`src/sv/qslerp_pkg.sv`:
```
// Shared constants, types and the arctangent table for the quaternion slerp unit.
// Used by every cell module and by the top level; depends on nothing else.
package qslerp_pkg;

    localparam int COMPONENT_WIDTH_DEF = 16;
    localparam int TRIG_ITERATIONS_DEF = 16;
    localparam int TABLE_LEN           = 30;

    // Blend factor and threshold register formats.
    localparam int BLEND_W    = 16;
    localparam int BLEND_FRAC = 15;
    localparam logic [BLEND_W-1:0] BLEND_ONE = 16'd32768;
    localparam int CFG_W = 16;
    localparam logic [CFG_W-1:0] THRESH_RESET = 16'd1;

    // Q.30 angle and trigonometry formats.
    localparam int CW      = 36;  // CORDIC x and y
    localparam int ZW      = 34;  // CORDIC angle accumulator
    localparam int ANG_W   = 32;  // unsigned angle in [0, pi]
    localparam int ROOT_W  = 31;  // magnitude in [0, 1], sine of the angle, weights
    localparam int SQ_W    = 62;  // square root radicand
    localparam int SQRT_STEPS = 31;
    localparam int DIV_STEPS  = 31;

    localparam longint Q30_ONE     = 64'sd1073741824;
    localparam longint PI_Q30      = 64'sd3373259426;
    localparam longint HALF_PI_Q30 = 64'sd1686629713;
    localparam longint CORDIC_GAIN = 64'sd652032874;

    typedef enum logic {
        CORDIC_VECTOR,
        CORDIC_ROTATE
    } t_cordic_mode;

    // atan(2^-i) in Q.30, truncated except the last three entries, which are rounded.
    function automatic logic signed [ZW-1:0] atan_entry(input int idx);
        logic signed [ZW-1:0] v;
        unique case (idx)
            0:  v = ZW'(32'h3243F6A8);
            1:  v = ZW'(32'h1DAC6705);
            2:  v = ZW'(32'h0FADBAFC);
            3:  v = ZW'(32'h07F56EA6);
            4:  v = ZW'(32'h03FEAB76);
            5:  v = ZW'(32'h01FFD55B);
            6:  v = ZW'(32'h00FFFAAA);
            7:  v = ZW'(32'h007FFF55);
            8:  v = ZW'(32'h003FFFEA);
            9:  v = ZW'(32'h001FFFFD);
            10: v = ZW'(32'h000FFFFF);
            11: v = ZW'(32'h0007FFFF);
            12: v = ZW'(32'h0003FFFF);
            13: v = ZW'(32'h0001FFFF);
            14: v = ZW'(32'h0000FFFF);
            15: v = ZW'(32'h00007FFF);
            16: v = ZW'(32'h00003FFF);
            17: v = ZW'(32'h00001FFF);
            18: v = ZW'(32'h00000FFF);
            19: v = ZW'(32'h000007FF);
            20: v = ZW'(32'h000003FF);
            21: v = ZW'(32'h000001FF);
            22: v = ZW'(32'h000000FF);
            23: v = ZW'(32'h0000007F);
            24: v = ZW'(32'h0000003F);
            25: v = ZW'(32'h0000001F);
            26: v = ZW'(32'h0000000F);
            27: v = ZW'(32'h00000008);
            28: v = ZW'(32'h00000004);
            29: v = ZW'(32'h00000002);
            default: v = '0;
        endcase
        return v;
    endfunction

endpackage

```
`src/sv/qslerp_sqrt_cell.sv`:
```
// One step of the pipelined integer square root: settles one root bit.
// Depends on qslerp_pkg.
module qslerp_sqrt_cell #(
    parameter int IDX = 0
) (
    input  logic                          i_clk,
    input  logic                          i_en,
    input  logic [qslerp_pkg::SQ_W-1:0]   i_rem,
    input  logic [qslerp_pkg::SQ_W-1:0]   i_root,
    output logic [qslerp_pkg::SQ_W-1:0]   o_rem,
    output logic [qslerp_pkg::SQ_W-1:0]   o_root
);
    import qslerp_pkg::*;

    localparam logic [SQ_W-1:0] BIT = SQ_W'(1) << (2 * (SQRT_STEPS - 1 - IDX));

    logic [SQ_W-1:0] r_rem, r_root, n_rem, n_root, trial;

    always_comb begin
        trial = i_root + BIT;
        if (i_rem >= trial) begin
            n_rem  = i_rem - trial;
            n_root = (i_root >> 1) + BIT;
        end else begin
            n_rem  = i_rem;
            n_root = i_root >> 1;
        end
    end

    always_ff @(posedge i_clk) begin
        if (i_en) begin
            r_rem  <= n_rem;
            r_root <= n_root;
        end
    end

    assign o_rem  = r_rem;
    assign o_root = r_root;

endmodule

```
`config.mk`:
```
export PLATFORM = sky130hd
export DESIGN_NAME = qslerp_sqrt_cell
export DESIGN_NICKNAME = d
export VERILOG_FILES = /design/src/sv/qslerp_pkg.sv /design/src/sv/qslerp_sqrt_cell.sv
export SDC_FILE = /design/constraint.sdc
export NUM_CORES = 1
export LEC_CHECK = 0
export BUFFER_PORTS_ARGS = -buffer_cell sky130_fd_sc_hd__clkbuf_2
export CORE_UTILIZATION = 42
export CTS_CLUSTER_DIAMETER = 120
export DETAILED_ROUTE_END_ITERATION = 10
export GPL_ROUTABILITY_DRIVEN = 0
export GPL_TIMING_DRIVEN = 0
export PLACE_DENSITY = 0.67
export SLEW_MARGIN = 20
export SYNTH_ARGS = -nofsm -noshare
export SYNTH_HDL_FRONTEND = slang
export SYNTH_SLANG_ARGS = --single-unit
export TNS_END_PERCENT = 1
```
`constraint.sdc`:
```
create_clock -name i_clk -period 7.1 [get_ports i_clk]
set_input_delay 1.065 -clock i_clk [delete_from_list [all_inputs] [get_ports i_clk]]
set_output_delay 1.065 -clock i_clk [all_outputs]
set_load 0.02 [all_outputs]
```
After elaboration in Yosys (flattened, before gate mapping):

Index checks and enable logic that the tools add are counted.
W data, S select, Z words.

* flip-flop bits (word level): 124
* input port bits: 126
* output and inout bits: 124
* logic and storage cells: 9

* add/subtract/negate cells: 3
* magnitude comparators: 1
* multiplexer cells: 2

Operators with widths (count)
* $add A61 B61 Y62 const B: 1
* $add A62 B61 Y62 const B: 1
* $ge A62 B62 Y1: 1
* $mux W62: 1
* $sub A62 B62 Y62: 1
* $mux W61: 1

Depth between registers and ports, before layout:

* word-level depth: 3
* depth in mapped cells: 15
* depth with buffers taken out: 14

Least setup slack after synthesis:

OpenSTA, ideal clock, no wires.

* kind: input-to-reg
* start point: in i_rem[0] (netlist bit)
* end point: reg r_rem[13] (netlist: o_rem[13]), data pin
* library setup time: 0.260 ns
* data arrival time: 3.691 ns
* data required time: 6.840 ns
* slack: 3.148 ns
* cell stages on the path: 14
* buffers on the path: 1
* path through: inv_1 ha_1 inv_1 fa_1 a211oi_2 o21ai_2 o2111ai_2 a211oi_1 or3b_4 and2_4 a31oi_4 nand2_2 buf_6 mux2_4

* word-level cells in the longest chain between the ends: 2
* elaborated cells between the ends (all ways): 3
* those cells by class: 1 x add/sub; 1 x order compare; 1 x mux

Ends and longest elaborated chain
* start: declaration: line qslerp_sqrt_cell.sv:8 `input logic [qslerp_pkg::SQ_W-1:0] i_rem,`
* $sub A62 B62 Y62 or $ge A62 B62 Y1 (tied branches): line qslerp_sqrt_cell.sv:22, qslerp_sqrt_cell.sv:21
* $mux W62 (*): line qslerp_sqrt_cell.sv:21 `if (i_rem >= trial) begin`
* net n_rem[13]: line qslerp_sqrt_cell.sv:17 `logic [SQ_W-1:0] r_rem, r_root, n_rem, n_root, trial;`
* end signal: assignment: line qslerp_sqrt_cell.sv:32 `r_rem <= n_rem;`
* end: declaration: line qslerp_sqrt_cell.sv:17

Mark *: on every way through the listed nets, which the timed path passes. The rest lies on a longest branch.
A chain may end at the register's enable or synchronous reset.

Worst setup path in the final report:

* start point: in i_root[10] (netlist bit)
* end point: reg r_rem[61] (netlist: o_rem[61]), data pin

* word-level cells in the longest chain between the ends: 3
* elaborated cells between the ends (all ways): 4
* those cells by class: 2 x add/sub; 1 x order compare; 1 x mux

Ends and longest elaborated chain
* start: declaration: line qslerp_sqrt_cell.sv:9 `input logic [qslerp_pkg::SQ_W-1:0] i_root,`
* $add A62 B61 Y62 (*): line qslerp_sqrt_cell.sv:20 `trial = i_root + BIT;`
* $sub A62 B62 Y62 or $ge A62 B62 Y1 (tied branches): line qslerp_sqrt_cell.sv:22, qslerp_sqrt_cell.sv:21
* $mux W62 (*): line qslerp_sqrt_cell.sv:21
* net n_rem[61]: line qslerp_sqrt_cell.sv:17

Marks and branches as above.

==> impl_metrics.yaml <==
drt:
  dr.first_iter.drc_count: 425
  via_per_inst: 5.248
  ant_nets: 0
  wl_met1_mm: 10.75
  dr.pass1.iters: 4
  dr_wl_met3_mm: 1.528
  drc: 0
  wirelength_mm: 23.66
  vias: 7473
  routed_wire_length_per_instance_um: 16.62
  top_layer: "met5"
  wl_met2_mm: 10.94
timing:
  rsz0062_at_grt: "no"
  fin_tns_setup_ns: 0
  period_share_pct: 58.54
  slew_headroom_pct: 57.17
  max_freq_mhz: 240.6
  final-hold-violation-count: 0
  setup_viol: 0
  tightest_slew_ns: 0.6425
  worst_slack_ns: 2.943
  fin_crit_ns: 4.157
  report.final.slew_viol_count: 0
setup_path:
  critical_path_peak_fanout: 7
  cp.arrival_ns: 4.34
  worst_setup_path_end_kind: "flop"
  startpoint_type: "input port"
  path_class: "input port to flop"
  cp.required_ns: 7.28
cts:
  cts_setup_buffers: 0
  cts_tree: "built"
  clk_pin_slew_worst_paths_ns: 0.06
  cts-root-buf: "clkbuf_16"
  clock-sinks: 124
  numCtsBuffers: 17
  h-tree-depth: 4
  cts.repair.resized: 0
  holdBufCountCts: 0
  max-clock-path-buffers: 2
final_layout:
  layout.cells.non_filler: 1424
  area_delta_synth_final_pct: 25.25
  drive_gt1_share_pct: 28.39
  fillers: 1847
  diodes: 0
  design_area_mm2: 0.01066
  fin_nets: 1335
placed_design:
  io_buffers: 249
  pre_cts_ws_ns: 2.538
  dp_hpwl_mm: 18.69
  dp.cells: 1392
  placed_area_mm2: 0.01013
logic_synthesis:
  synth_commonest_cells: "a21oi_1, edfxtp_1, nor2_1, inv_1, nand2_1"
  synth_area_mm2: 0.008514
  yosys.area.top_type: "edfxtp_1"
  synth.area.top_cells: "edfxtp_1, ha_1, a21oi_1, nor2_1, xnor2_1"
  seq_area_frac_synth_pct: 43.73
  synth_edf_count: 124
  yosysUniqueCellTypes: 66
  netlist_instances: 877
  ys_ff_latch: 124
  syn-num-nets: 1066
  syn_area_per_cell_um2: 9.709
  yosys_warnings: 0
  yosysMostFrequentCell: "a21oi_1"
  async_flop_share_pct: 0
  synth_top_area_share_pct: 43.73
  synthFlopType: "edfxtp_1"
grt:
  grt_usage_pct: 23.09
  grt_pass1_vias: 7042
  grt_overflow: 0
  grt_start_max_net_pins: 83
  grt_first_pass_wirelength_mm: 36.29
  grt_antenna_before_repair: 1
min_path:
  holdPathEnd: "o_root[36]"
  hp-start: "i_root[37]"
  holdCritPathClass: "input port to flop"
  min_path_cells: 1
floorplanning:
  rows: 51
  die_h_um: 144.4
  die_area_mm2: 0.02085
  initial_core_util_pct: 43.32
  die_w_um: 144.4
  fp.coreArea_mm2: 0.01965
  num_io_pins: 250
pwr:
  p_leak_nw: 4.824
  ir_drop_mv: 0.1723
  powerDensity_mw_per_mm2: 237.0
status:
  status: "complete, no violations"
flow_run:
  cap_violations: 0
layout make-up:
type,count,area [um2],share of cell area [%]
Tap cell,265,331.6,3.109
Multi-Input combinational cell,648,4338,40.68
Clock inverter,13,102.6,0.9621
Timing Repair Buffer,250,1282,12.03
Sequential cell,124,3724,34.92
Clock buffer,19,432.9,4.060
Buffer,28,163.9,1.537
Inverter,77,289.0,2.710
power by group:
group          total, mW  switching, mW  internal (mW)
logic              0.777          0.481          0.296
clock network      0.812          0.337          0.475
registers          0.938         0.0215          0.916
worst max-delay path by stage:
stage                            to  startpoint  depth (start not counted)
after floorplan           o_rem[13]    i_rem[0]                         14
after global placement    o_rem[61]  i_root[10]                         14
after detailed placement  o_rem[12]    i_rem[0]                         16
after CTS                 o_rem[61]  i_root[10]                         14
after global routing      o_rem[61]  i_root[10]                         14
final                     o_rem[61]  i_root[10]                         14
registers in the layout (all words and copies together) (netlist names):
register	flops
o_root	62
o_rem	62
routing by layer:
| metal | global-route usage (%) | vias to the layer above |
|---|---|---|
| met5 | 0 | - |
| met4 | 7.867 | 2 |
| met3 | 4.868 | 31 |
| met2 | 37.73 | 278 |
| met1 | 30.21 | 3419 |
| li1 | - | 3743 |
through the flow:
step	hold slack (ns)	util [%]	power, mW
2_1_floorplan	1.164	-	1.478
3_3_place_gp	1.258	51.35	1.720
3_5_place_dp	1.259	51.53	1.727
4_1_cts	0.8132	54.26	2.536
5_1_grt	0.8097	54.26	2.644
6_report	0.8224	54.26	2.527
worst max-delay path, cell delays in order:
cell      delay [ns]
clkbuf_2        0.09
inv_1           0.04
ha_1            0.25
clkbuf_1        0.25
nand2_1         0.15
nor3_1          0.34
a21bo_2         0.29
a31oi_1         0.30
o21ai_1         0.26
o31ai_2         0.42
a41oi_2         0.26
o21a_1          0.26
xnor2_1         0.12
mux2_4          0.25
cell usage in the layout, fill, tap and decap left out, types with 24 or more instances in the layout:
cell type  Yosys  layout
clkbuf_2       0     248
a21oi_1      127     127
edfxtp_1     124     124
nor2_1        86      86
inv_1         77      77
nand2_1       70      70
ha_1          62      62
xnor2_1       36      36
o21ai_0       29      29
a21o_1        24      24
logic make-up (layout without fill, tap and decap cells):
family,count (synthesis),count (layout),share of synthesized area [%]
AO/OA/AOI/OAI,268,268,19.60
AND/OR/NAND/NOR,242,242,13.02
flip-flops,124,124,43.73
buffers and inverters,105,387,5.320
adder cells (fa/ha/maj),63,63,9.346
XOR/XNOR,57,57,5.863
multiplexers,18,18,3.115
Power figures use the tool's default switching activity.
