`config.mk`:
```
export PLATFORM = sky130hd
export DESIGN_NAME = qslerp_cordic_cell
export DESIGN_NICKNAME = d
export VERILOG_FILES = /design/src/sv/qslerp_pkg.sv /design/src/sv/qslerp_cordic_cell.sv
export SDC_FILE = /design/constraint.sdc
export NUM_CORES = 1
export LEC_CHECK = 0
export BUFFER_PORTS_ARGS = -buffer_cell sky130_fd_sc_hd__buf_4
export CAP_MARGIN = 10
export CORE_MARGIN = 2
export CORE_UTILIZATION = 50
export CTS_CLUSTER_DIAMETER = 150
export DETAILED_ROUTE_END_ITERATION = 16
export PLACE_DENSITY_LB_ADDON = 0.05
export SLEW_MARGIN = 30
export SYNTH_ARGS = -nofsm -noshare
export SYNTH_HDL_FRONTEND = slang
export SYNTH_SLANG_ARGS = --single-unit
```
`constraint.sdc`:
```
create_clock -name i_clk -period 7.5 [get_ports i_clk]
set_input_delay 0.375 -clock i_clk [delete_from_list [all_inputs] [get_ports i_clk]]
set_output_delay 0.375 -clock i_clk [all_outputs]
set_load 0.005 [all_outputs]
```
`src/sv/qslerp_pkg.sv`:
```
// Shared constants, types and the arctangent table for the quaternion slerp unit.
// Used by every cell module and by the top level; depends on nothing else.
package qslerp_pkg;

    localparam int COMPONENT_WIDTH_DEF = 16;
    localparam int TRIG_ITERATIONS_DEF = 16;
    localparam int TABLE_LEN           = 30;

    // Blend factor and threshold register formats.
    localparam int BLEND_W    = 16;
    localparam int BLEND_FRAC = 15;
    localparam logic [BLEND_W-1:0] BLEND_ONE = 16'd32768;
    localparam int CFG_W = 16;
    localparam logic [CFG_W-1:0] THRESH_RESET = 16'd1;

    // Q.30 angle and trigonometry formats.
    localparam int CW      = 36;  // CORDIC x and y
    localparam int ZW      = 34;  // CORDIC angle accumulator
    localparam int ANG_W   = 32;  // unsigned angle in [0, pi]
    localparam int ROOT_W  = 31;  // magnitude in [0, 1], sine of the angle, weights
    localparam int SQ_W    = 62;  // square root radicand
    localparam int SQRT_STEPS = 31;
    localparam int DIV_STEPS  = 31;

    localparam longint Q30_ONE     = 64'sd1073741824;
    localparam longint PI_Q30      = 64'sd3373259426;
    localparam longint HALF_PI_Q30 = 64'sd1686629713;
    localparam longint CORDIC_GAIN = 64'sd652032874;

    typedef enum logic {
        CORDIC_VECTOR,
        CORDIC_ROTATE
    } t_cordic_mode;

    // atan(2^-i) in Q.30, truncated except the last three entries, which are rounded.
    function automatic logic signed [ZW-1:0] atan_entry(input int idx);
        logic signed [ZW-1:0] v;
        unique case (idx)
            0:  v = ZW'(32'h3243F6A8);
            1:  v = ZW'(32'h1DAC6705);
            2:  v = ZW'(32'h0FADBAFC);
            3:  v = ZW'(32'h07F56EA6);
            4:  v = ZW'(32'h03FEAB76);
            5:  v = ZW'(32'h01FFD55B);
            6:  v = ZW'(32'h00FFFAAA);
            7:  v = ZW'(32'h007FFF55);
            8:  v = ZW'(32'h003FFFEA);
            9:  v = ZW'(32'h001FFFFD);
            10: v = ZW'(32'h000FFFFF);
            11: v = ZW'(32'h0007FFFF);
            12: v = ZW'(32'h0003FFFF);
            13: v = ZW'(32'h0001FFFF);
            14: v = ZW'(32'h0000FFFF);
            15: v = ZW'(32'h00007FFF);
            16: v = ZW'(32'h00003FFF);
            17: v = ZW'(32'h00001FFF);
            18: v = ZW'(32'h00000FFF);
            19: v = ZW'(32'h000007FF);
            20: v = ZW'(32'h000003FF);
            21: v = ZW'(32'h000001FF);
            22: v = ZW'(32'h000000FF);
            23: v = ZW'(32'h0000007F);
            24: v = ZW'(32'h0000003F);
            25: v = ZW'(32'h0000001F);
            26: v = ZW'(32'h0000000F);
            27: v = ZW'(32'h00000008);
            28: v = ZW'(32'h00000004);
            29: v = ZW'(32'h00000002);
            default: v = '0;
        endcase
        return v;
    endfunction

endpackage

```
`src/sv/qslerp_cordic_cell.sv`:
```
// One CORDIC micro-rotation, vectoring or rotation mode, registered.
// Depends on qslerp_pkg for widths and the arctangent table.
module qslerp_cordic_cell #(
    parameter int                       IDX  = 0,
    parameter qslerp_pkg::t_cordic_mode MODE = qslerp_pkg::CORDIC_VECTOR
) (
    input  logic                               i_clk,
    input  logic                               i_en,
    input  logic signed [qslerp_pkg::CW-1:0]   i_x,
    input  logic signed [qslerp_pkg::CW-1:0]   i_y,
    input  logic signed [qslerp_pkg::ZW-1:0]   i_z,
    output logic signed [qslerp_pkg::CW-1:0]   o_x,
    output logic signed [qslerp_pkg::CW-1:0]   o_y,
    output logic signed [qslerp_pkg::ZW-1:0]   o_z
);
    import qslerp_pkg::*;

    localparam logic signed [ZW-1:0] ATAN = atan_entry(IDX);

    logic signed [CW-1:0] r_x, r_y, n_x, n_y, xs, ys;
    logic signed [ZW-1:0] r_z, n_z;
    logic                 pos;

    always_comb begin
        // Vectoring drives y toward zero, rotation drives z toward zero.
        unique case (MODE)
            CORDIC_VECTOR: pos = i_y[CW-1];
            CORDIC_ROTATE: pos = !i_z[ZW-1];
        endcase
        xs = i_x >>> IDX;
        ys = i_y >>> IDX;
        if (pos) begin
            n_x = i_x - ys;
            n_y = i_y + xs;
            n_z = i_z - ATAN;
        end else begin
            n_x = i_x + ys;
            n_y = i_y - xs;
            n_z = i_z + ATAN;
        end
    end

    always_ff @(posedge i_clk) begin
        if (i_en) begin
            r_x <= n_x;
            r_y <= n_y;
            r_z <= n_z;
        end
    end

    assign o_x = r_x;
    assign o_y = r_y;
    assign o_z = r_z;

endmodule

```
=== Word-level counts from Yosys, hierarchy flattened ===
Index checks and enable logic that the tools add are counted.

* Muxes and demuxes: 3
* Add/sub/neg operators: 5

{| class="wikitable"
|+ Operator list
! operator !! number
|-
| 36-bit 2-to-1 mux || 2
|-
| 36-bit subtractor || 2
|-
| 36-bit adder || 1
|-
| 34-bit by 31-bit adder with 34-bit output (second input constant) || 1
|-
| 34-bit 2-to-1 mux || 1
|-
| 34-bit by 31-bit subtractor with 34-bit output (second input constant) || 1
|}

* Register bits: 106

=== Depth between registers and ports, before layout ===
Gate-level depths: netlist (run 1).

* Depth after elaboration: 2
* Gate-level depth with buffers: 14

=== Worst setup path after synthesis (run 1) ===
OpenSTA, ideal clock, no wires.

* Kind: input -> register
* Start point: in i_y[35] in the netlist's numbering
* End point: reg r_z[33], in the netlist o_z[33], data pin
* Stages: 14
* Setup time: 259 ps
* Path buffers: 2
* Arrival: 3,380 ps
* Path slack: 3,861 ps
* Cells stage by stage: clkbuf_1 clkinv_1 clkbuf_1 ha_1 nor2b_1 o31a_1 o31ai_1 a21oi_1 a31o_2 a41oi_2 o21ba_2 o21ai_1 a21oi_1 xnor2_1

* Word-level cells in the longest chain between the ends: 1

{| class="wikitable"
|+ RTL lines
! element !! RTL line !! RTL
|-
| start: declaration || qslerp_cordic_cell.sv:10 || <nowiki>input logic signed [qslerp_pkg::CW-1:0] i_y,</nowiki>
|-
| 34-bit 2-to-1 mux || qslerp_cordic_cell.sv:32 || <nowiki>if (pos) begin</nowiki>
|-
| net n_z[33] || qslerp_cordic_cell.sv:21 || <nowiki>logic signed [ZW-1:0] r_z, n_z;</nowiki>
|-
| end signal: assignment || qslerp_cordic_cell.sv:47 || <nowiki>r_z <= n_z;</nowiki>
|-
| end: declaration || qslerp_cordic_cell.sv:21 ||
|}

The timed path passes the listed nets, and every way through them passes these cells.
A chain may end at the register's enable or synchronous reset.

=== Worst setup path after layout (run 1) ===
Ends and elaborated chain as after synthesis.

==> results.cfg, run 1 <==
[sta]
max_slew.worst_pin.slew_ns = 0.7722
final_hold_viol_count = 0
min_period_ns = 3.887
fin_crit_sh = 0.5183
timing.hold.ws_ns = 0.1900
fmax_mhz = 257.2
max-slew-margin-rel = 0.4808
rsz0062_at_grt = false
fin_tns_setup_ns = 0
finalSetupViolations = 0
slew_viol_final = 0

[cts]
clockBufferDepth = 2
clkTransAtPathRegs_ns = 0.08
clock-root-buffer = clkbuf_16
tritoncts = done
hold_buffers = 0
htreeDepth = 3
cts_made_buffers = 9
cts.repair.resized = 0
post_cts.repair.setup_buffers = 0
clkSinkCount = 105

[setup_path]
cp_data_arrival_time_ns = 4.00
worstSetupPathType = in2reg
slowest_stage = buf_4
cp_slowest_stage_delay_ns = 0.56
cp_cell_sequence = buf_4 -> clkinv_1 -> buf_4 -> ha_1 -> nor2b_1 -> o31a_1 -> o31ai_1 -> a21oi_1 -> a31o_2 -> a41oi_2 -> o21ba_2 -> o21ai_1 -> a21oi_1 -> xnor2_1
cp_max_fo = 63
critPathLaunchType = input port
required_ns = 7.61
end_kind = flip-flop

[logic_synthesis]
ys_types = 83
seq_area_frac_synth = 0.2885
syn_area_um2 = 10930
synth_edf_count = 105
synth_cells = 1278
async_reset_ff_frac = 0
syn_area_per_cell_um2 = 8.551
yosys_warnings = 0
ys_seq_elements = 105
synth_nets = 1524
synth_ff_type = edfxtp_1

[power_and_ir_drop]
leakage_nw = 5.779
irDropWorstVdd_v = 0.0001144
p_per_area_nw_per_um2 = 170.4

[placement]
io_buffers = 213
dp_cells = 1714
dp_hpwl_mm = 25.26
dpl_cell_area_um2 = 12630
routabilityCongestion = 0.9837

[final_layout]
drive_gt1_frac = 0.1828
antenna_cells = 0
fill_cells = 1996
regArea_um2 = 3153
instances_no_fill = 1730
nets = 1691
multi_input_area_um2 = 7071
syn_to_final_growth_pct = 18.11
stdcell_area_um2 = 12910
utilization = 0.5970

[hold_path]
holdCritPathClass = in2reg
hold_path_startpoint = i_z[2]
whs_path_depth = 1
min_to = o_z[2]

[route]
remaining_drc_errors = 0
wire_per_inst_um = 18.74
first_pass_iters = 5
avgViaCountPerCell = 5.857
drt_wl_total_mm = 32.42
drtAntennaViolNets = 0
vias = 10130
drtIter0Drc = 692

[floorplan]
fp.dieH_um = 151.8
ios = 214
die_area_um2 = 23050
rows = 54
core-area_um2 = 21620
die_w_um = 151.8
start_util = 0.5054

[global_routing]
track_usage = 0.2716
grt_first_pass_wirelength_mm = 50.56
grt-ovfl-total = 0
grt_start_max_net_pins = 64
grt_pass1_vias = 9460
antenna_found_initial = 0

[status]
status = finished clean

[flow_run]
cap_violations = 0
==> power breakdown <==
group / switching (mW) / internal (mW)
sequential: 0.0298 / 0.778
combinational: 0.514 / 0.402
clock: 0.246 / 0.229
==> Yosys cell counts, types with 4 or more instances <==
master,count,area share
a2111oi_0,4,0.0032
a211o_1,4,0.0032
a211oi_1,13,0.0089
a21boi_0,4,0.0027
a21o_1,43,0.030
a21oi_1,153,0.070
a31oi_1,5,0.0029
and3_1,5,0.0029
buf_1,7,0.0024
buf_2,14,0.0064
buf_4,5,0.0034
clkbuf_1,33,0.011
edfxtp_1,105,0.29
fa_1,4,0.0073
ha_1,134,0.15
inv_1,113,0.039
mux2i_1,16,0.015
nand2_1,82,0.028
nand2b_1,17,0.0097
nand3_1,18,0.0082
nand4_1,16,0.0092
nor2_1,103,0.035
nor2b_1,14,0.0080
nor3_1,26,0.012
nor4_1,7,0.0040
o211ai_1,8,0.0055
o21a_1,18,0.012
o21ai_0,78,0.036
o21ai_1,11,0.0050
o21bai_1,23,0.016
o221ai_1,4,0.0032
o22ai_1,4,0.0023
o31a_1,4,0.0032
o31ai_1,11,0.0076
or2_2,4,0.0023
or3_1,4,0.0023
or4_1,6,0.0041
xnor2_1,64,0.051
xor2_1,27,0.022
==> layout make-up <==
cell class                 instances  share of cell area
inverter                         116             0.03373
sequential                       105              0.2443
timing repair buffer             216              0.1256
clock inverter                     7            0.003974
multi-input combinational        997              0.5478
clock buffer                       9             0.01745
tap                              280             0.02714
==> critical path: cells and delay by family <==
family | cells | cell delay, ns
xor gates and xnor gates | 1 | 0.08
adders and majority gates | 1 | 0.42
and+or+nand+nor | 1 | 0.16
buffers and inverters | 3 | 1.05
AOI/OAI and AO/OA | 8 | 1.85
==> placed cells by master (no fill, tap or decap), types with 6 or more instances in the layout <==
cell type,count
edfxtp_1,105
nand2b_1,17
buf_4,216
nand4_1,16
a21oi_1,153
clkbuf_16,9
nand2_1,82
a21o_1,43
o211ai_1,8
xor2_1,27
a211oi_1,13
nor2_1,103
inv_1,113
nand3_1,18
nor4_1,7
o31ai_1,11
xnor2_1,64
mux2i_1,16
nor2b_1,14
o21bai_1,23
o21a_1,18
nor3_1,26
or4_1,6
o21ai_0,78
ha_1,134
o21ai_1,11
==> registers in the layout, summed over array words and instances (netlist names) <==
signal / cells
o_y: 35
o_x: 36
o_z: 34
==> stage by stage <==
step / power (mW) / setup slack, ns
after CTS: 2.205 / 3.624
after detailed placement: 1.726 / 3.239
final: 2.199 / 3.613
after global routing: 2.321 / 3.421
after floorplan: 1.358 / 3.861
after global placement: 1.723 / 3.255
==> worst max-delay path by stage <==
stage	startpoint	to	slack (ns)
2_1_floorplan	i_y[35]	o_z[33]	3.86
3_3_place_gp	i_y[35]	o_z[33]	3.26
3_5_place_dp	i_y[35]	o_z[33]	3.24
4_1_cts	i_y[35]	o_z[33]	3.62
5_1_grt	i_y[35]	o_z[28]	3.42
6_report	i_y[35]	o_z[33]	3.61
==> cell families after synthesis <==
family | synth area share
buffers and inverters | 0.06446
AO/OA/AOI/OAI | 0.2619
AND/OR/NAND/NOR | 0.1358
multiplexers | 0.01569
adder cells (fa/ha/maj) | 0.1608
XOR/XNOR | 0.07293
flip-flops | 0.2885
==> layer usage <==
metal | share of wire | global-route usage | vias up
met4 | 0.026 | 0.08545 | 0
met3 | 0.058 | 0.03223 | 48
li1 | - | - | 4935
met2 | 0.46 | 0.4365 | 362
met5 | 0 | 0 | -
met1 | 0.46 | 0.3842 | 4787
(Power assumes the default switching activity.)
==> run 2, diff against run 1 <==
- ABC_AREA: default -> 1
- clock period: 7.5 -> 3.4 ns (I/O delays scaled with it)
==> results.cfg, run 2 <==
[logic_synthesis]
synth_edf_count = 105
ys_seq_elements = 105
synth_cells = 2006
seq_area_frac_synth = 0.2420
synth.top_cell.area_share = 0.2420
yosys_warnings = 0
yosys-top-cells-count = nand2_1, inv_1, nand3_1
synth_top_area_cell = edfxtp_1
ys_types = 49
syn_area_per_cell_um2 = 6.496
synth_nets = 2252
async_reset_ff_frac = 0
synth.area.top_cells = edfxtp_1, nand2_1, ha_1, inv_1, nand3_1
synthMostInstantiatedCell = nand2_1
synth_ff_type = edfxtp_1
syn_area_um2 = 13030

[floorplan]
rows = 59
die_area_um2 = 27370
ios = 214
core-area_um2 = 25840
fp.dieH_um = 165.4
die_w_um = 165.4
start_util = 0.5043

[setup_path]
cp_data_arrival_time_ns = 2.38
critPathLaunch = i_y[35]
cp_cell_sequence = buf_4 -> inv_2 -> ha_1 -> a21oi_1 -> nand2_1 -> nand2_1 -> nand2_1 -> nand3_1 -> nand2_1 -> nand2_1 -> nand3_1 -> xor2_1
worstSetupPathType = in2reg
path_common_cell = nand2_1
critPathLaunchType = input port
end_kind = flip-flop
slowest_stage = inv_2
required_ns = 3.51
cp_top_family = simple AND/OR/NAND/NOR gates
cp_slowest_stage_delay_ns = 0.55
worst-path-buf-inv = 2
cp_max_fo = 38

[final_layout]
largest_register_ffs = 36
antenna_cells = 0
final_cell_mix = nand2_1, inv_1, buf_4
fill_cells = 2611
instances_no_fill = 2539
final_common_cell = nand2_1
syn_to_final_growth_pct = 16.35
drive_gt1_frac = 0.1393
nets = 2445

[power_and_ir_drop]
p_per_area_nw_per_um2 = 346.4
leakage_nw = 7.910
irDropWorstVdd_v = 0.0002701

[route]
wire_per_inst_um = 17.15
avgViaCountPerCell = 5.382
drtIter0Drc = 1180
first_pass_iters = 8
drtAntennaViolNets = 0
vias = 13670
drt_wl_total_mm = 43.55
remaining_drc_errors = 0

[sta]
slew_viol_final = 0
fmax_mhz = 439.9
finalSetupViolations = 0
final_hold_viol_count = 0
max_slew.worst_pin.slew_ns = 0.9207
max-slew-margin-rel = 0.3862
timing.hold.ws_ns = 0.1169
rsz0062_at_grt = false
fin_tns_setup_ns = 0
min_period_ns = 2.273
fin_crit_sh = 0.6686

[cts]
cts_made_buffers = 9
clkTransAtPathRegs_ns = 0.08
clkSinkCount = 105
tritoncts = done
cts.repair.resized = 0
clock-root-buffer = clkbuf_16
post_cts.repair.setup_buffers = 0
htreeDepth = 3
clockBufferDepth = 2

[global_routing]
grt-ovfl-total = 0
track_usage = 0.3117
grt_start_max_net_pins = 62
grt_first_pass_wirelength_mm = 65.56
grt_pass1_vias = 12830
antenna_found_initial = 0

[hold_path]
hold_path_startpoint = i_z[3]
holdCritPathClass = in2reg

[flow_run]
cap_violations = 0

[placement]
io_buffers = 213
routabilityCongestion = 0.9963
dp_cells = 2520
dp_hpwl_mm = 36.27

[status]
status = finished clean
run 2: report_power, final:
part | switching, mW | total, mW | internal, mW
registers | 0.0636 | 1.74 | 1.68
clock network | 0.600 | 1.20 | 0.597
logic | 1.45 | 2.31 | 0.865
run 2: area by class of cell:
cell class / instances / area, µm² / area share
multi-input cells: 1533 / 8337 / 0.5499
flip-flops and latches: 105 / 3153 / 0.2080
repair buffers: 229 / 1727 / 0.1139
inverters: 321 / 1205 / 0.07948
well taps: 335 / 419.2 / 0.02765
clock buffers: 9 / 225.2 / 0.01486
clock inverters: 7 / 95.09 / 0.006272
run 2: through the flow:
step | utilization | cell area (µm²) | worst slack, ns | power [mW]
6_report | 0.5868 | 15160 | 1.127 | 5.251
4_1_cts | 0.5868 | 15160 | 1.160 | 5.237
3_3_place_gp | 0.5732 | 14810 | 0.8029 | 4.020
3_5_place_dp | 0.5732 | 14810 | 0.7574 | 4.039
2_1_floorplan | - | 13030 | 1.236 | 3.143
5_1_grt | 0.5868 | 15160 | 0.9458 | 5.576
run 2: path summary, 6_finish.rpt:
kind	endpoint	slack, ns	cells past startpoint
worst min-delay path	o_z[3]	0.12	2
worst max-delay path	o_z[26]	1.13	12
run 2: what timing repair did:
action,in CTS,in global routing
endpoints found under the hold margin,3,0
setup endpoints to repair,0,0
hold buffers,3,0
run 2: per-layer routing:
layer	global-route usage	routed length (µm)	part of all wire
met1	0.4002	18370	0.42
met2	0.5335	20330	0.47
met5	0	0	0
met3	0.04296	3295	0.076
met4	0.1156	1557	0.036
run 2: cells by family after synthesis:
family                   Yosys count  synth area share
buffers and inverters            368            0.1182
AO/OA/AOI/OAI                    316            0.1311
flip-flops                       105            0.2420
XOR/XNOR                          56           0.03822
AND/OR/NAND/NOR                 1023            0.3357
adder cells (fa/ha/maj)          138            0.1348
