[src/sv/qslerp_pkg.sv]
// Shared constants, types and the arctangent table for the quaternion slerp unit.
// Used by every cell module and by the top level; depends on nothing else.
package qslerp_pkg;

    localparam int COMPONENT_WIDTH_DEF = 16;
    localparam int TRIG_ITERATIONS_DEF = 16;
    localparam int TABLE_LEN           = 30;

    // Blend factor and threshold register formats.
    localparam int BLEND_W    = 16;
    localparam int BLEND_FRAC = 15;
    localparam logic [BLEND_W-1:0] BLEND_ONE = 16'd32768;
    localparam int CFG_W = 16;
    localparam logic [CFG_W-1:0] THRESH_RESET = 16'd1;

    // Q.30 angle and trigonometry formats.
    localparam int CW      = 36;  // CORDIC x and y
    localparam int ZW      = 34;  // CORDIC angle accumulator
    localparam int ANG_W   = 32;  // unsigned angle in [0, pi]
    localparam int ROOT_W  = 31;  // magnitude in [0, 1], sine of the angle, weights
    localparam int SQ_W    = 62;  // square root radicand
    localparam int SQRT_STEPS = 31;
    localparam int DIV_STEPS  = 31;

    localparam longint Q30_ONE     = 64'sd1073741824;
    localparam longint PI_Q30      = 64'sd3373259426;
    localparam longint HALF_PI_Q30 = 64'sd1686629713;
    localparam longint CORDIC_GAIN = 64'sd652032874;

    typedef enum logic {
        CORDIC_VECTOR,
        CORDIC_ROTATE
    } t_cordic_mode;

    // atan(2^-i) in Q.30, truncated except the last three entries, which are rounded.
    function automatic logic signed [ZW-1:0] atan_entry(input int idx);
        logic signed [ZW-1:0] v;
        unique case (idx)
            0:  v = ZW'(32'h3243F6A8);
            1:  v = ZW'(32'h1DAC6705);
            2:  v = ZW'(32'h0FADBAFC);
            3:  v = ZW'(32'h07F56EA6);
            4:  v = ZW'(32'h03FEAB76);
            5:  v = ZW'(32'h01FFD55B);
            6:  v = ZW'(32'h00FFFAAA);
            7:  v = ZW'(32'h007FFF55);
            8:  v = ZW'(32'h003FFFEA);
            9:  v = ZW'(32'h001FFFFD);
            10: v = ZW'(32'h000FFFFF);
            11: v = ZW'(32'h0007FFFF);
            12: v = ZW'(32'h0003FFFF);
            13: v = ZW'(32'h0001FFFF);
            14: v = ZW'(32'h0000FFFF);
            15: v = ZW'(32'h00007FFF);
            16: v = ZW'(32'h00003FFF);
            17: v = ZW'(32'h00001FFF);
            18: v = ZW'(32'h00000FFF);
            19: v = ZW'(32'h000007FF);
            20: v = ZW'(32'h000003FF);
            21: v = ZW'(32'h000001FF);
            22: v = ZW'(32'h000000FF);
            23: v = ZW'(32'h0000007F);
            24: v = ZW'(32'h0000003F);
            25: v = ZW'(32'h0000001F);
            26: v = ZW'(32'h0000000F);
            27: v = ZW'(32'h00000008);
            28: v = ZW'(32'h00000004);
            29: v = ZW'(32'h00000002);
            default: v = '0;
        endcase
        return v;
    endfunction

endpackage

[src/sv/qslerp_div_cell.sv]
// One restoring division step: produces one quotient bit of a weight.
// Depends on qslerp_pkg.
module qslerp_div_cell (
    input  logic                            i_clk,
    input  logic                            i_en,
    input  logic [qslerp_pkg::ROOT_W-1:0]   i_rem,
    input  logic                            i_bit,
    input  logic [qslerp_pkg::ROOT_W-1:0]   i_den,
    input  logic [qslerp_pkg::ROOT_W-1:0]   i_quo,
    output logic [qslerp_pkg::ROOT_W-1:0]   o_rem,
    output logic [qslerp_pkg::ROOT_W-1:0]   o_quo
);
    import qslerp_pkg::*;

    logic [ROOT_W:0]   sh, den_x;
    logic [ROOT_W-1:0] r_rem, r_quo, n_rem, n_quo;
    logic              ge;

    always_comb begin
        sh    = {i_rem, i_bit};
        den_x = {1'b0, i_den};
        ge    = (sh >= den_x);
        // The partial remainder stays below the divisor, so it fits again.
        n_rem = ge ? ROOT_W'(sh - den_x) : ROOT_W'(sh);
        n_quo = {i_quo[ROOT_W-2:0], ge};
    end

    always_ff @(posedge i_clk) begin
        if (i_en) begin
            r_rem <= n_rem;
            r_quo <= n_quo;
        end
    end

    assign o_rem = r_rem;
    assign o_quo = r_quo;

endmodule
[config.mk]
export PLATFORM = sky130hd
export DESIGN_NAME = qslerp_div_cell
export DESIGN_NICKNAME = d
export VERILOG_FILES = /design/src/sv/qslerp_pkg.sv /design/src/sv/qslerp_div_cell.sv
export SDC_FILE = /design/constraint.sdc
export NUM_CORES = 1
export LEC_CHECK = 0
export BUFFER_PORTS_ARGS = -buffer_cell sky130_fd_sc_hd__buf_2
export CAP_MARGIN = 0
export CELL_PAD_IN_SITES_DETAIL_PLACEMENT = 2
export CELL_PAD_IN_SITES_GLOBAL_PLACEMENT = 2
export CORE_MARGIN = 2
export CORE_UTILIZATION = 29
export DETAILED_ROUTE_END_ITERATION = 8
export MAX_ROUTING_LAYER = met4
export PLACE_DENSITY_LB_ADDON = 0.1
export RECOVER_POWER = 25
export SYNTH_ARGS = -nofsm -noshare
export SYNTH_HDL_FRONTEND = slang
export SYNTH_SLANG_ARGS = --single-unit
[constraint.sdc]
create_clock -name i_clk -period 3.3 [get_ports i_clk]
set_input_delay 0 -clock i_clk [delete_from_list [all_inputs] [get_ports i_clk]]
set_output_delay 0 -clock i_clk [all_outputs]
set_load 0.02 [all_outputs]
### Yosys cells after proc, flatten, opt, wreduce, memory -nomap -nowiden

Index checks and enable logic that the tools add are counted.

| storage, ports and cells | value |
|---|---|
| word-level logic and storage cells | 5 |
| register bits after elaboration | 62 |
| output and inout port bits | 62 |

| operators by class | value |
|---|---|
| $lt $le $gt $ge | 1 |
| $add $sub $neg | 1 |
| multiplexer cells | 1 |

Operators by type and width:

| operator | number |
|---|---|
| $ge 32x31->1 | 1 |
| $mux 31 | 1 |
| $sub 31x31->31 | 1 |

### Longest topological paths before layout

Gate-level depths: netlist (run 1).

| logic depth | value |
|---|---|
| word-level depth | 2 |
| mapped depth | 13 |

### Least setup slack after synthesis (run 1)

OpenSTA, ideal clock, no wires.

| timing path | value |
|---|---|
| path type | input-to-reg |
| start | input port i_bit |
| end | register r_rem[18], in the netlist o_rem[18], data pin |
| data arrival time | 2,070 ps |
| library setup time | 260 ps |
| slack | 970 ps |
| buffers on the path | 0 |
| cell stages on the path | 11 |
| path through | inv_1 -> ha_1 -> fa_1 -> nor2b_1 -> o31ai_1 -> a21oi_1 -> o21ai_0 -> a211oi_1 -> nor2_4 -> inv_4 -> mux2_4 |

| on the way | value |
|---|---|
| word-level cells in the longest chain between the ends | 2 |
| elaborated cells between the ends (all ways) | 3 |

Ends and longest elaborated chain:

| item | line | RTL |
|---|---|---|
| start: declaration | qslerp_div_cell.sv:7 | `input logic i_bit,` |
| $sub 31x31->31 / $ge 32x31->1 (equally long branches) | qslerp_div_cell.sv:24, qslerp_div_cell.sv:22 |  |
| $mux 31 (*) | qslerp_div_cell.sv:24 | `n_rem = ge ? ROOT_W'(sh - den_x) : ROOT_W'(sh);` |
| named net n_rem[18] | qslerp_div_cell.sv:16 | `logic [ROOT_W-1:0] r_rem, r_quo, n_rem, n_quo;` |
| end signal: assignment | qslerp_div_cell.sv:30 | `r_rem <= n_rem;` |
| end: declaration | qslerp_div_cell.sv:16 |  |

Mark *: on every way through the listed nets, which the timed path passes. The rest lies on a longest branch.
A chain may end at the register's enable or synchronous reset.

### Worst setup path in the final report (run 1)

| timing path | value |
|---|---|
| start | input port i_rem[18] (netlist name) |
| end | register r_rem[15], in the netlist o_rem[15], data pin |

| on the way | value |
|---|---|
| word-level cells in the longest chain between the ends | 2 |

Ends and longest elaborated chain:

| item | line | RTL |
|---|---|---|
| start: declaration | qslerp_div_cell.sv:6 | `input logic [qslerp_pkg::ROOT_W-1:0] i_rem,` |
| $ge 32x31->1 | qslerp_div_cell.sv:22 | `ge = (sh >= den_x);` |
| $mux 31 | qslerp_div_cell.sv:24 |  |
| named net n_rem[15] | qslerp_div_cell.sv:16 |  |

The timed path passes the listed nets, and every way through them passes these cells.

==> results.sh, run 1 <==
export IMPL_post_synth_edffs=62
export IMPL_cts_max_level=3
export IMPL_worstPathMaxFanout=31
export IMPL_criticalPathCategory="in -> reg"
export IMPL_synthesis_instances=409
export IMPL_cts_inserted_buffers=9
export IMPL_clock_root_buffer="sky130_fd_sc_hd__clkbuf_16"
export IMPL_critPathArrivalTime_ps=3240
export IMPL_first_pass_grt_wire_length_um=22200
export IMPL_drc=0
export IMPL_layout_core_utilization=0.421
export IMPL_critical_path_max_stage_delay_ps=540
export IMPL_antenna_found_initial=0
export IMPL_worstHoldStart="i_rem[13]"
export IMPL_fp_dieArea_um2=14800
export IMPL_synth_fp_nets=537
export IMPL_unrepaired_setup_endpoints_after_global_routing="false"
export IMPL_synth_ff_latch_count=62
export IMPL_crit_path_frequent_cell="sky130_fd_sc_hd__nand2_1"
export IMPL_synth_async_sr_flop_share=0
export IMPL_ratio_of_cells_with_drive_above_1_in_the_final_layout=0.288
export IMPL_track_usage=0.201
export IMPL_worst_slew_pin_transition_ps=2160
export IMPL_total_of_max_cap_violations=1
export IMPL_critical_path_endpoint_type="flip-flop"
export IMPL_ioPinCount=158
export IMPL_fin_ws_ps=237
export IMPL_port_buffers=156
export IMPL_hold_path_class="in -> reg"
export IMPL_setup_viol_count_final=0
export IMPL_final_common_cell="sky130_fd_sc_hd__buf_2"
export IMPL_finalMaxSlewViolations=36
export IMPL_cts_root_to_sink_buffers=2
export IMPL_gpl_final_weighted_congestion=0.800
export IMPL_worst_ir_drop_vdd_uv=196
export IMPL_critical_path_n_buffers_inverters=4
export IMPL_detail_route_wirelength_um=14000
export IMPL_final_fill_count=1478
export IMPL_place_detailed_hpwl_um=10500
export IMPL_ant_nets=0
export IMPL_syn2layout_area_growth_pct=40.5
export IMPL_min_period_over_period=0.928
export IMPL_critical_path_slowest_cell="sky130_fd_sc_hd__nor4_1"
export IMPL_most_common_layout_cells="sky130_fd_sc_hd__buf_2 (153), sky130_fd_sc_hd__edfxtp_1 (62), sky130_fd_sc_hd__a21oi_1 (49)"
export IMPL_timing_critical_path_required_ps=3480
export IMPL_drt_vias_per_instance=4.87
export IMPL_holdPathEnd="o_rem[14]$_DFFE_PP_"
export IMPL_grt_start_max_net_pins=36
export IMPL_routedWlPerCell_um=17.7
export IMPL_timing_final_hold_violations=0
export IMPL_post_synth_instance_area_um2=4000
export IMPL_start_util=0.300
export IMPL_period_needed_ps=3060
export IMPL_row_count=42
export IMPL_drt_pass1_iterations=4
export IMPL_globalRouteOverflowTotal=0
export IMPL_hold_slack_ps=6.79
export IMPL_die_width_um=122
export IMPL_postLayoutCellArea_um2=5630
export IMPL_drt_initial_drc_count=104
export IMPL_critical_path_top_delay_family="buffers and inverters"
export IMPL_grt_pass1_vias=4197
export IMPL_placedInstanceArea_um2=4970
export IMPL_pwr_density_cell_nw_per_um2=484
export IMPL_ys_seq_area_frac=0.465
export IMPL_fin_nets=735
export IMPL_pre_cts_slack_ps=311
export IMPL_num_antenna_cells=0
export IMPL_maximum_frequency_from_static_timing_analysis_mhz=327
export IMPL_syn_avg_cell_area_um2=9.79
export IMPL_vias=3836
export IMPL_crit_path_cell_trace="dlygate4sd3_1 -> buf_2 -> ha_1 -> nand2_1 -> nor4_1 -> o2111ai_1 -> a211oi_1 -> nor2_4 -> inv_4 -> buf_4 -> nand2_1 -> o21ai_0"
export IMPL_violations_in_the_final_reports="max-capacitance violations, max-slew violations"
export IMPL_synth_yosys_warnings=0
export IMPL_static_leakage_power_nw=2.55
export IMPL_top_reg_cell_synth="sky130_fd_sc_hd__edfxtp_1"
export IMPL_cts_sinks=62
export IMPL_core_footprint_um2=13300
export IMPL_status="finished, violations left"
export IMPL_clock_tree_from_tritoncts="built"
export IMPL_fin_tns_setup_ps=0
export IMPL_post_cts_setup_buffers=0
export IMPL_timing_critical_path_from_type="input pin"
export IMPL_die_h_um=122
export IMPL_timing_hold_worst_path_depth=3
export IMPL_clkSlewWorstSetupHoldPaths_ps=50
export IMPL_synth_cell_types=47
export IMPL_max_slew_margin_rel=-0.438
## worst max path at each step
stage          startpoint             endpoint  slack [ps]  depth (start not counted)
3_5_place_dp        i_bit  o_rem[12]$_DFFE_PP_         310                         13
3_3_place_gp        i_bit  o_rem[10]$_DFFE_PP_         390                         13
2_1_floorplan       i_bit  o_rem[18]$_DFFE_PP_         970                         11
4_1_cts         i_rem[18]  o_rem[15]$_DFFE_PP_         230                         12
6_report        i_rem[18]  o_rem[15]$_DFFE_PP_         240                         12
5_1_grt         i_rem[19]  o_rem[12]$_DFFE_PP_          20                         12
## sequential cells by signal, summed over array words and instances (netlist names)
name   count
o_rem     31
o_quo     31
## layout make-up
cell class	instances	area [um2]	area share
multi-input cells	293	1910	0.339
repair buffers	199	1190	0.212
flip-flops and latches	62	1860	0.331
clock buffers	10	229	0.0407
clock inverters	5	51.3	0.00912
inverters	42	160	0.0285
well taps	176	220	0.0391
## synthesized netlist by cell type, types with 2 or more instances
cell                        n  area [um2]
sky130_fd_sc_hd__o311a_1    2        20.0
sky130_fd_sc_hd__and3_1     2        12.5
sky130_fd_sc_hd__o31ai_1    3        22.5
sky130_fd_sc_hd__ha_1      31         388
sky130_fd_sc_hd__a31o_2     2        17.5
sky130_fd_sc_hd__or3_1      2        12.5
sky130_fd_sc_hd__xor2_1    12         105
sky130_fd_sc_hd__nor2b_1    4        25.0
sky130_fd_sc_hd__clkbuf_1   4        15.0
sky130_fd_sc_hd__a211o_1    3        26.3
sky130_fd_sc_hd__nand4_1    5        31.3
sky130_fd_sc_hd__o211ai_1   4        30.0
sky130_fd_sc_hd__o21bai_1   5        37.5
sky130_fd_sc_hd__buf_6      3        33.8
sky130_fd_sc_hd__buf_2      5        25.0
sky130_fd_sc_hd__o211a_1    3        30.0
sky130_fd_sc_hd__xnor2_1   11        96.3
sky130_fd_sc_hd__a21o_1     5        37.5
sky130_fd_sc_hd__o21ai_0   27         135
sky130_fd_sc_hd__nor3_1     4        20.0
sky130_fd_sc_hd__nor3b_1    2        15.0
sky130_fd_sc_hd__nand2_1   35         131
sky130_fd_sc_hd__nand3_1    5        25.0
sky130_fd_sc_hd__a31oi_1    2        12.5
sky130_fd_sc_hd__a21oi_1   49         245
sky130_fd_sc_hd__inv_1     41         154
sky130_fd_sc_hd__nor4_1     3        18.8
sky130_fd_sc_hd__o21a_1     2        15.0
sky130_fd_sc_hd__nand2b_1   4        25.0
sky130_fd_sc_hd__and2_1     5        31.3
sky130_fd_sc_hd__edfxtp_1  62        1860
sky130_fd_sc_hd__nor2_1    41         154
sky130_fd_sc_hd__a211oi_1   7        52.6
## layer usage
metal	vias to the layer above	routed length, um	GRT usage
met5	-	0	-
met3	7	733	0.0432
met4	0	97	0.0453
li1	1876	-	-
met1	1838	5980	0.243
met2	115	7150	0.345
## repair_timing
item,CTS,global route
hold buffers,38,0
endpoints found under the hold margin,38,0
gates resized for setup,0,0
endpoints found under the setup margin,0,0
## cell families after synthesis
logic type               synth area share
AO/OA/AOI/OAI                       0.186
AND/OR/NAND/NOR                     0.135
flip-flops                          0.465
buffers and inverters              0.0584
adder cells (fa/ha/maj)             0.102
XOR/XNOR                           0.0503
multiplexers                      0.00375
## per-stage QoR
step / cells / power (mW)
after floorplan: 409 / 1.50
final: 787 / 2.72
after CTS: 787 / 2.75
after global placement: 734 / 1.75
after global routing: 787 / 2.87
after detailed placement: 734 / 1.78
## report_power, final
part           internal [mW]  total [mW]  switching, mW  leakage [nW]
logic                  0.308       0.785          0.477          1.81
clock network          0.575       0.923          0.348         0.137
registers              0.987        1.01         0.0251         0.607
total                   1.87        2.72          0.851          2.55
No activity file was read; power rests on OpenSTA's default activity.
==> run 2, diff against run 1 <==
Settings changed: CORE_UTILIZATION 29 to 31.
Clock period 3.3 ns to 3.95 ns, I/O delays scaled along.
==> results.sh, run 2 (same netlist as run 1, synthesis figures left out) <==
export IMPL_status="complete, no violations"
export IMPL_ioPinCount=158
export IMPL_unrepaired_setup_endpoints_after_global_routing="false"
export IMPL_drt_pass1_iterations=4
export IMPL_drt_initial_drc_count=191
export IMPL_post_cts_setup_buffers=0
export IMPL_grt_start_max_net_pins=47
export IMPL_fin_nets=730
export IMPL_placedInstanceArea_um2=4940
export IMPL_start_util=0.317
export IMPL_die_h_um=118
export IMPL_ant_nets=0
export IMPL_holdBufCountCts=36
export IMPL_detail_route_wirelength_um=15700
export IMPL_clkSlewWorstSetupHoldPaths_ps=60
export IMPL_pwr_density_cell_nw_per_um2=412
export IMPL_first_pass_grt_wire_length_um=25000
export IMPL_most_common_layout_cells="sky130_fd_sc_hd__buf_2 (151), sky130_fd_sc_hd__edfxtp_1 (62), sky130_fd_sc_hd__a21oi_1 (49)"
export IMPL_antenna_found_initial=1
export IMPL_crit_start="i_rem[19]"
export IMPL_grt_pass1_vias=4353
export IMPL_pre_cts_slack_ps=753
export IMPL_cts_sinks=62
export IMPL_clock_root_buffer="sky130_fd_sc_hd__clkbuf_16"
export IMPL_routedWlPerCell_um=20.1
export IMPL_topRoutingLayerUsed="met4"
export IMPL_core_footprint_um2=12600
export IMPL_final_common_cell="sky130_fd_sc_hd__buf_2"
export IMPL_period_needed_ps=3340
export IMPL_met2WireLength_um=7940
export IMPL_track_usage=0.236
export IMPL_gpl_final_weighted_congestion=0.833
export IMPL_routedLengthMet1_um=6890
export IMPL_worst_slew_pin_transition_ps=1440
export IMPL_cts_root_to_sink_buffers=2
export IMPL_place_detailed_hpwl_um=10400
export IMPL_worstHoldStart="i_rem[14]"
export IMPL_ratio_of_cells_with_drive_above_1_in_the_final_layout=0.284
export IMPL_criticalPathCategory="in -> reg"
export IMPL_drt_vias_per_instance=5.02
export IMPL_critPathArrivalTime_ps=3390
export IMPL_timing_critical_path_from_type="input pin"
export IMPL_instances_no_fill=779
export IMPL_min_period_over_period=0.845
export IMPL_dp_cells=727
export IMPL_timing_critical_path_required_ps=4000
export IMPL_worstPathMaxFanout=46
export IMPL_vias=3909
export IMPL_critical_path_endpoint_type="flip-flop"
export IMPL_cts_resized=0
export IMPL_layout_core_utilization=0.442
export IMPL_clock_tree_from_tritoncts="built"
export IMPL_fin_ws_ps=612
export IMPL_setup_viol_count_final=0
export IMPL_cts_max_level=3
export IMPL_static_leakage_power_nw=2.52
export IMPL_fin_tns_setup_ps=0
export IMPL_globalRouteOverflowTotal=0
export IMPL_die_width_um=118
export IMPL_maximum_frequency_from_static_timing_analysis_mhz=300
export IMPL_worst_ir_drop_vdd_uv=156
export IMPL_final_fill_count=1409
export IMPL_port_buffers=156
export IMPL_postLayoutCellArea_um2=5580
export IMPL_syn2layout_area_growth_pct=39.3
export IMPL_drc=0
export IMPL_timing_final_hold_violations=0
export IMPL_max_slew_margin_rel=0.0424
export IMPL_hold_path_class="in -> reg"
export IMPL_row_count=41
export IMPL_finalMaxSlewViolations=0
export IMPL_met3RoutedLength_um=676
export IMPL_fp_dieArea_um2=13800
export IMPL_total_of_max_cap_violations=0
export IMPL_cts_inserted_buffers=9
export IMPL_timing_hold_worst_path_depth=3
==> run 2: cell count changes in the layout (fill, tap and decap cells not counted), sizes merged <==
cell	delta
clkbuf	+2
diode	+1
clkinv	-1
dlygate4sd3	-2
clkinvlp	+1
buf	-5
==> run 2: routing by layer <==
layer / global-route usage / vias to the layer above
met5: - / -
met4: 0.0512 / 0
met3: 0.0407 / 13
met2: 0.418 / 120
met1: 0.282 / 1911
li1: - / 1865
==> run 2: critical path, cell delays in order <==
cell,delay [ps]
sky130_fd_sc_hd__dlygate4sd3_1,530
sky130_fd_sc_hd__buf_2,130
sky130_fd_sc_hd__ha_1,390
sky130_fd_sc_hd__a211oi_1,360
sky130_fd_sc_hd__o211ai_1,150
sky130_fd_sc_hd__a31o_2,300
sky130_fd_sc_hd__o2111ai_1,260
sky130_fd_sc_hd__a211oi_1,120
sky130_fd_sc_hd__nor2_4,460
sky130_fd_sc_hd__inv_4,320
sky130_fd_sc_hd__nor2_1,270
sky130_fd_sc_hd__a21oi_1,100
==> run 2: path summary, 6_finish.rpt <==
| check | end | slack [ps] |
|---|---|---|
| worst max-delay path | o_rem[0]$_DFFE_PP_ | 610 |
| worst min-delay path | o_rem[15]$_DFFE_PP_ | 10 |
==> run 2: layout make-up <==
class,instances,area (um2),area share
Timing Repair Buffer,194,1150,0.206
Inverter,42,160,0.0287
Sequential cell,62,1860,0.334
Tap cell,172,215,0.0386
Multi-Input combinational cell,293,1910,0.342
Clock inverter,5,51.3,0.00920
Clock buffer,10,229,0.0410
Antenna cell,1,2.50,0.000449
==> run 2: through the flow <==
step                      hold WS (ps)  power (mW)
after floorplan                   98.9        1.25
after detailed placement           178        1.48
after global placement             176        1.45
final                             10.6        2.30
after CTS                         7.53        2.28
after global routing              37.2        2.41
==> run 2: power by group <==
group	switching (mW)	internal, mW
clock network	0.304	0.481
registers	0.0243	0.825
logic	0.413	0.253
==> run 3, diff against run 2 <==
Settings changed: ABC_AREA set to 1, CORE_UTILIZATION 31 to 27.
Clock period 3.95 ns to 3.25 ns, I/O delays scaled along.
==> results.sh, run 3 <==
export IMPL_synthDominantAreaCellType="sky130_fd_sc_hd__edfxtp_1"
export IMPL_cts_inserted_buffers=9
export IMPL_power_combinational_fraction=0.318
export IMPL_synth_xor_area_frac=0.0257
export IMPL_dominant_cell_by_count_in_the_synthesized_netlist="sky130_fd_sc_hd__nand2_1"
export IMPL_sequentialPowerShare=0.357
export IMPL_post_synth_instance_area_um2=4770
export IMPL_pre_cts_slack_ps=719
export IMPL_die_width_um=137
export IMPL_vias=5137
export IMPL_min_period_over_period=0.810
export IMPL_hold_path_class="in -> reg"
export IMPL_core_footprint_um2=17300
export IMPL_ioPinCount=158
export IMPL_grt_pass1_vias=5793
export IMPL_syn_avg_cell_area_um2=6.91
export IMPL_power_clock_fraction=0.324
export IMPL_internal_power_mw=1.84
export IMPL_worstHoldStart="i_bit"
export IMPL_max_slew_margin_rel=-0.00857
export IMPL_cts_max_level=3
export IMPL_finalMaxSlewViolations=21
export IMPL_most_common_layout_cells="sky130_fd_sc_hd__nand2_1 (292), sky130_fd_sc_hd__inv_1 (152), sky130_fd_sc_hd__buf_2 (150)"
export IMPL_die_h_um=137
export IMPL_clkSlewWorstSetupHoldPaths_ps=60
export IMPL_critPathArrivalTime_ps=2840
export IMPL_drc=0
export IMPL_synthesis_instances=691
export IMPL_total_of_max_cap_violations=1
export IMPL_synth_async_sr_flop_share=0
export IMPL_cts_resized=0
export IMPL_synth_yosys_warnings=0
export IMPL_synthSimpleGateAreaFrac=0.342
export IMPL_critical_path_endpoint_type="flip-flop"
export IMPL_cts_sinks=62
export IMPL_first_pass_grt_wire_length_um=29300
export IMPL_cts_root_to_sink_buffers=2
export IMPL_num_antenna_cells=0
export IMPL_synth_compound_gate_area_share=0.0265
export IMPL_ratio_of_cells_with_drive_above_1_in_the_final_layout=0.196
export IMPL_synth_cell_types=27
export IMPL_detail_route_wirelength_um=18300
export IMPL_unrepaired_setup_endpoints_after_global_routing="false"
export IMPL_gpl_final_weighted_congestion=0.818
export IMPL_post_cts_setup_buffers=0
export IMPL_violations_in_the_final_reports="max-capacitance violations, max-slew violations"
export IMPL_synth_fp_nets=819
export IMPL_timing_final_hold_violations=0
export IMPL_timing_critical_path_required_ps=3460
export IMPL_clock_tree_from_tritoncts="built"
export IMPL_switchingPower_mw=1.02
export IMPL_hold_slack_ps=82.6
export IMPL_row_count=48
export IMPL_maximum_frequency_from_static_timing_analysis_mhz=380
export IMPL_instances_no_fill=1143
export IMPL_final_common_cell="sky130_fd_sc_hd__nand2_1"
export IMPL_layout_core_utilization=0.385
export IMPL_clock_root_buffer="sky130_fd_sc_hd__clkbuf_16"
export IMPL_setup_viol_count_final=0
export IMPL_yosysTopAreaCellShare=0.390
export IMPL_dp_cells=1068
export IMPL_post_synth_edffs=62
export IMPL_fin_ws_ps=619
export IMPL_antenna_found_initial=0
export IMPL_timing_critical_path_from_type="input pin"
export IMPL_synth_mux_area_fraction=0
export IMPL_power_switching_share=0.357
export IMPL_status="finished, violations left"
export IMPL_fp_dieArea_um2=18800
export IMPL_worstPathMaxFanout=29
export IMPL_combinational_family_with_the_most_area_after_synthesis="simple AND/OR/NAND/NOR gates"
export IMPL_syn2layout_area_growth_pct=39.6
export IMPL_place_detailed_hpwl_um=14000
export IMPL_worst_ir_drop_vdd_uv=226
export IMPL_drt_initial_drc_count=132
export IMPL_period_needed_ps=2630
export IMPL_static_leakage_power_nw=3.69
export IMPL_timing_hold_worst_path_depth=3
export IMPL_grt_start_max_net_pins=44
export IMPL_synth_area_leaders="sky130_fd_sc_hd__edfxtp_1 (39%), sky130_fd_sc_hd__nand2_1 (23%), sky130_fd_sc_hd__inv_1 (12%), sky130_fd_sc_hd__ha_1 (8.1%), sky130_fd_sc_hd__nand3_1 (4.5%)"
export IMPL_globalRouteOverflowTotal=0
export IMPL_worst_slew_pin_transition_ps=1510
export IMPL_synthesized_area_fraction_occupied_by_adder_cells=0.0855
export IMPL_ys_seq_area_frac=0.390
export IMPL_start_util=0.276
export IMPL_drt_pass1_iterations=4
export IMPL_ant_nets=0
export IMPL_track_usage=0.211
export IMPL_criticalPathCategory="in -> reg"
export IMPL_top_reg_cell_synth="sky130_fd_sc_hd__edfxtp_1"
export IMPL_drt_vias_per_instance=4.49
export IMPL_pwr_density_cell_nw_per_um2=430
export IMPL_fin_tns_setup_ps=0
export IMPL_port_buffers=156
export IMPL_netlist_top_cells_count="sky130_fd_sc_hd__nand2_1 (292), sky130_fd_sc_hd__inv_1 (152), sky130_fd_sc_hd__edfxtp_1 (62)"
export IMPL_fin_nets=1041
export IMPL_synth_ff_latch_count=62
export IMPL_routedWlPerCell_um=16.0
export IMPL_crit_start="i_rem[21]"
[run 3: changes by cell type in the layout (fill, tap and decap cells not counted), moves of 5 or more]
cell                            change
sky130_fd_sc_hd__a211oi_1           -7
sky130_fd_sc_hd__a21o_1             -5
sky130_fd_sc_hd__a21oi_1           -33
sky130_fd_sc_hd__dlygate4sd3_1     +23
sky130_fd_sc_hd__inv_1            +111
sky130_fd_sc_hd__nand2_1          +257
sky130_fd_sc_hd__nand3_1           +38
sky130_fd_sc_hd__o21ai_0           -24
sky130_fd_sc_hd__xnor2_1           -10
[run 3: repair_timing]
item                                   CTS  global route
setup endpoints to repair                0             0
endpoints found under the hold margin   59             0
hold buffers                            59             0
[run 3: final timing paths]
check	endpoint
setup / recovery	o_rem[2]$_DFFE_PP_
hold / removal	o_rem[0]$_DFFE_PP_
[run 3: routing by layer]
layer | vias to the layer above | wire length (um) | share of wire | track usage
met3 | 19 | 928 | 0.051 | 0.0389
met2 | 130 | 9150 | 0.50 | 0.378
met1 | 2429 | 7930 | 0.43 | 0.241
li1 | 2559 | - | - | -
met4 | 0 | 266 | 0.015 | 0.0550
met5 | - | 0 | 0 | -
[run 3: final cells by class]
type	instances	area, um2
fillers	2113	10600
multi-input cells	468	2290
flip-flops and latches	62	1860
repair buffers	217	1380
inverters	155	582
well taps	225	282
clock buffers	9	225
clock inverters	7	47.5
[run 3: logic make-up after synthesis]
family,after synthesis
and+or+nand+nor,399
AOI/OAI and AO/OA,23
DFF,62
buffers and inverters,161
xor gates and xnor gates,14
adders and majority gates,32
[run 3: critical path: stages]
cell and delay, ps:
sky130_fd_sc_hd__dlygate4sd3_1 570, sky130_fd_sc_hd__buf_2 140, sky130_fd_sc_hd__ha_1 380, sky130_fd_sc_hd__nand2_1 160, sky130_fd_sc_hd__inv_1 60, sky130_fd_sc_hd__nand2_1 70
sky130_fd_sc_hd__nand2_1 90, sky130_fd_sc_hd__a21oi_2 170, sky130_fd_sc_hd__nor2_1 60, sky130_fd_sc_hd__nor2_1 190, sky130_fd_sc_hd__nand2_4 190, sky130_fd_sc_hd__inv_2 480
sky130_fd_sc_hd__nand2_1 130, sky130_fd_sc_hd__nand2_1 110
[run 3: metrics by stage]
stage                     total power, mW  cell area, um2
after floorplan                      1.58            4770
after global placement               1.86            5810
after detailed placement             1.90            5810
after CTS                            2.91            6670
after global routing                 3.06            6660
final                                2.87            6660
[run 3: power by group through the flow]
| stage | sequential, mW | clock (mW) | combinational, mW |
|---|---|---|---|
| 4_1_cts | 1.02 | 0.964 | 0.925 |
| 5_1_grt | 1.03 | 0.991 | 1.03 |
| 6_report | 1.02 | 0.930 | 0.912 |
| 2_1_floorplan | 1.16 | 0 | 0.416 |
| 3_5_place_dp | 1.04 | 0 | 0.862 |
| 3_3_place_gp | 1.03 | 0 | 0.833 |
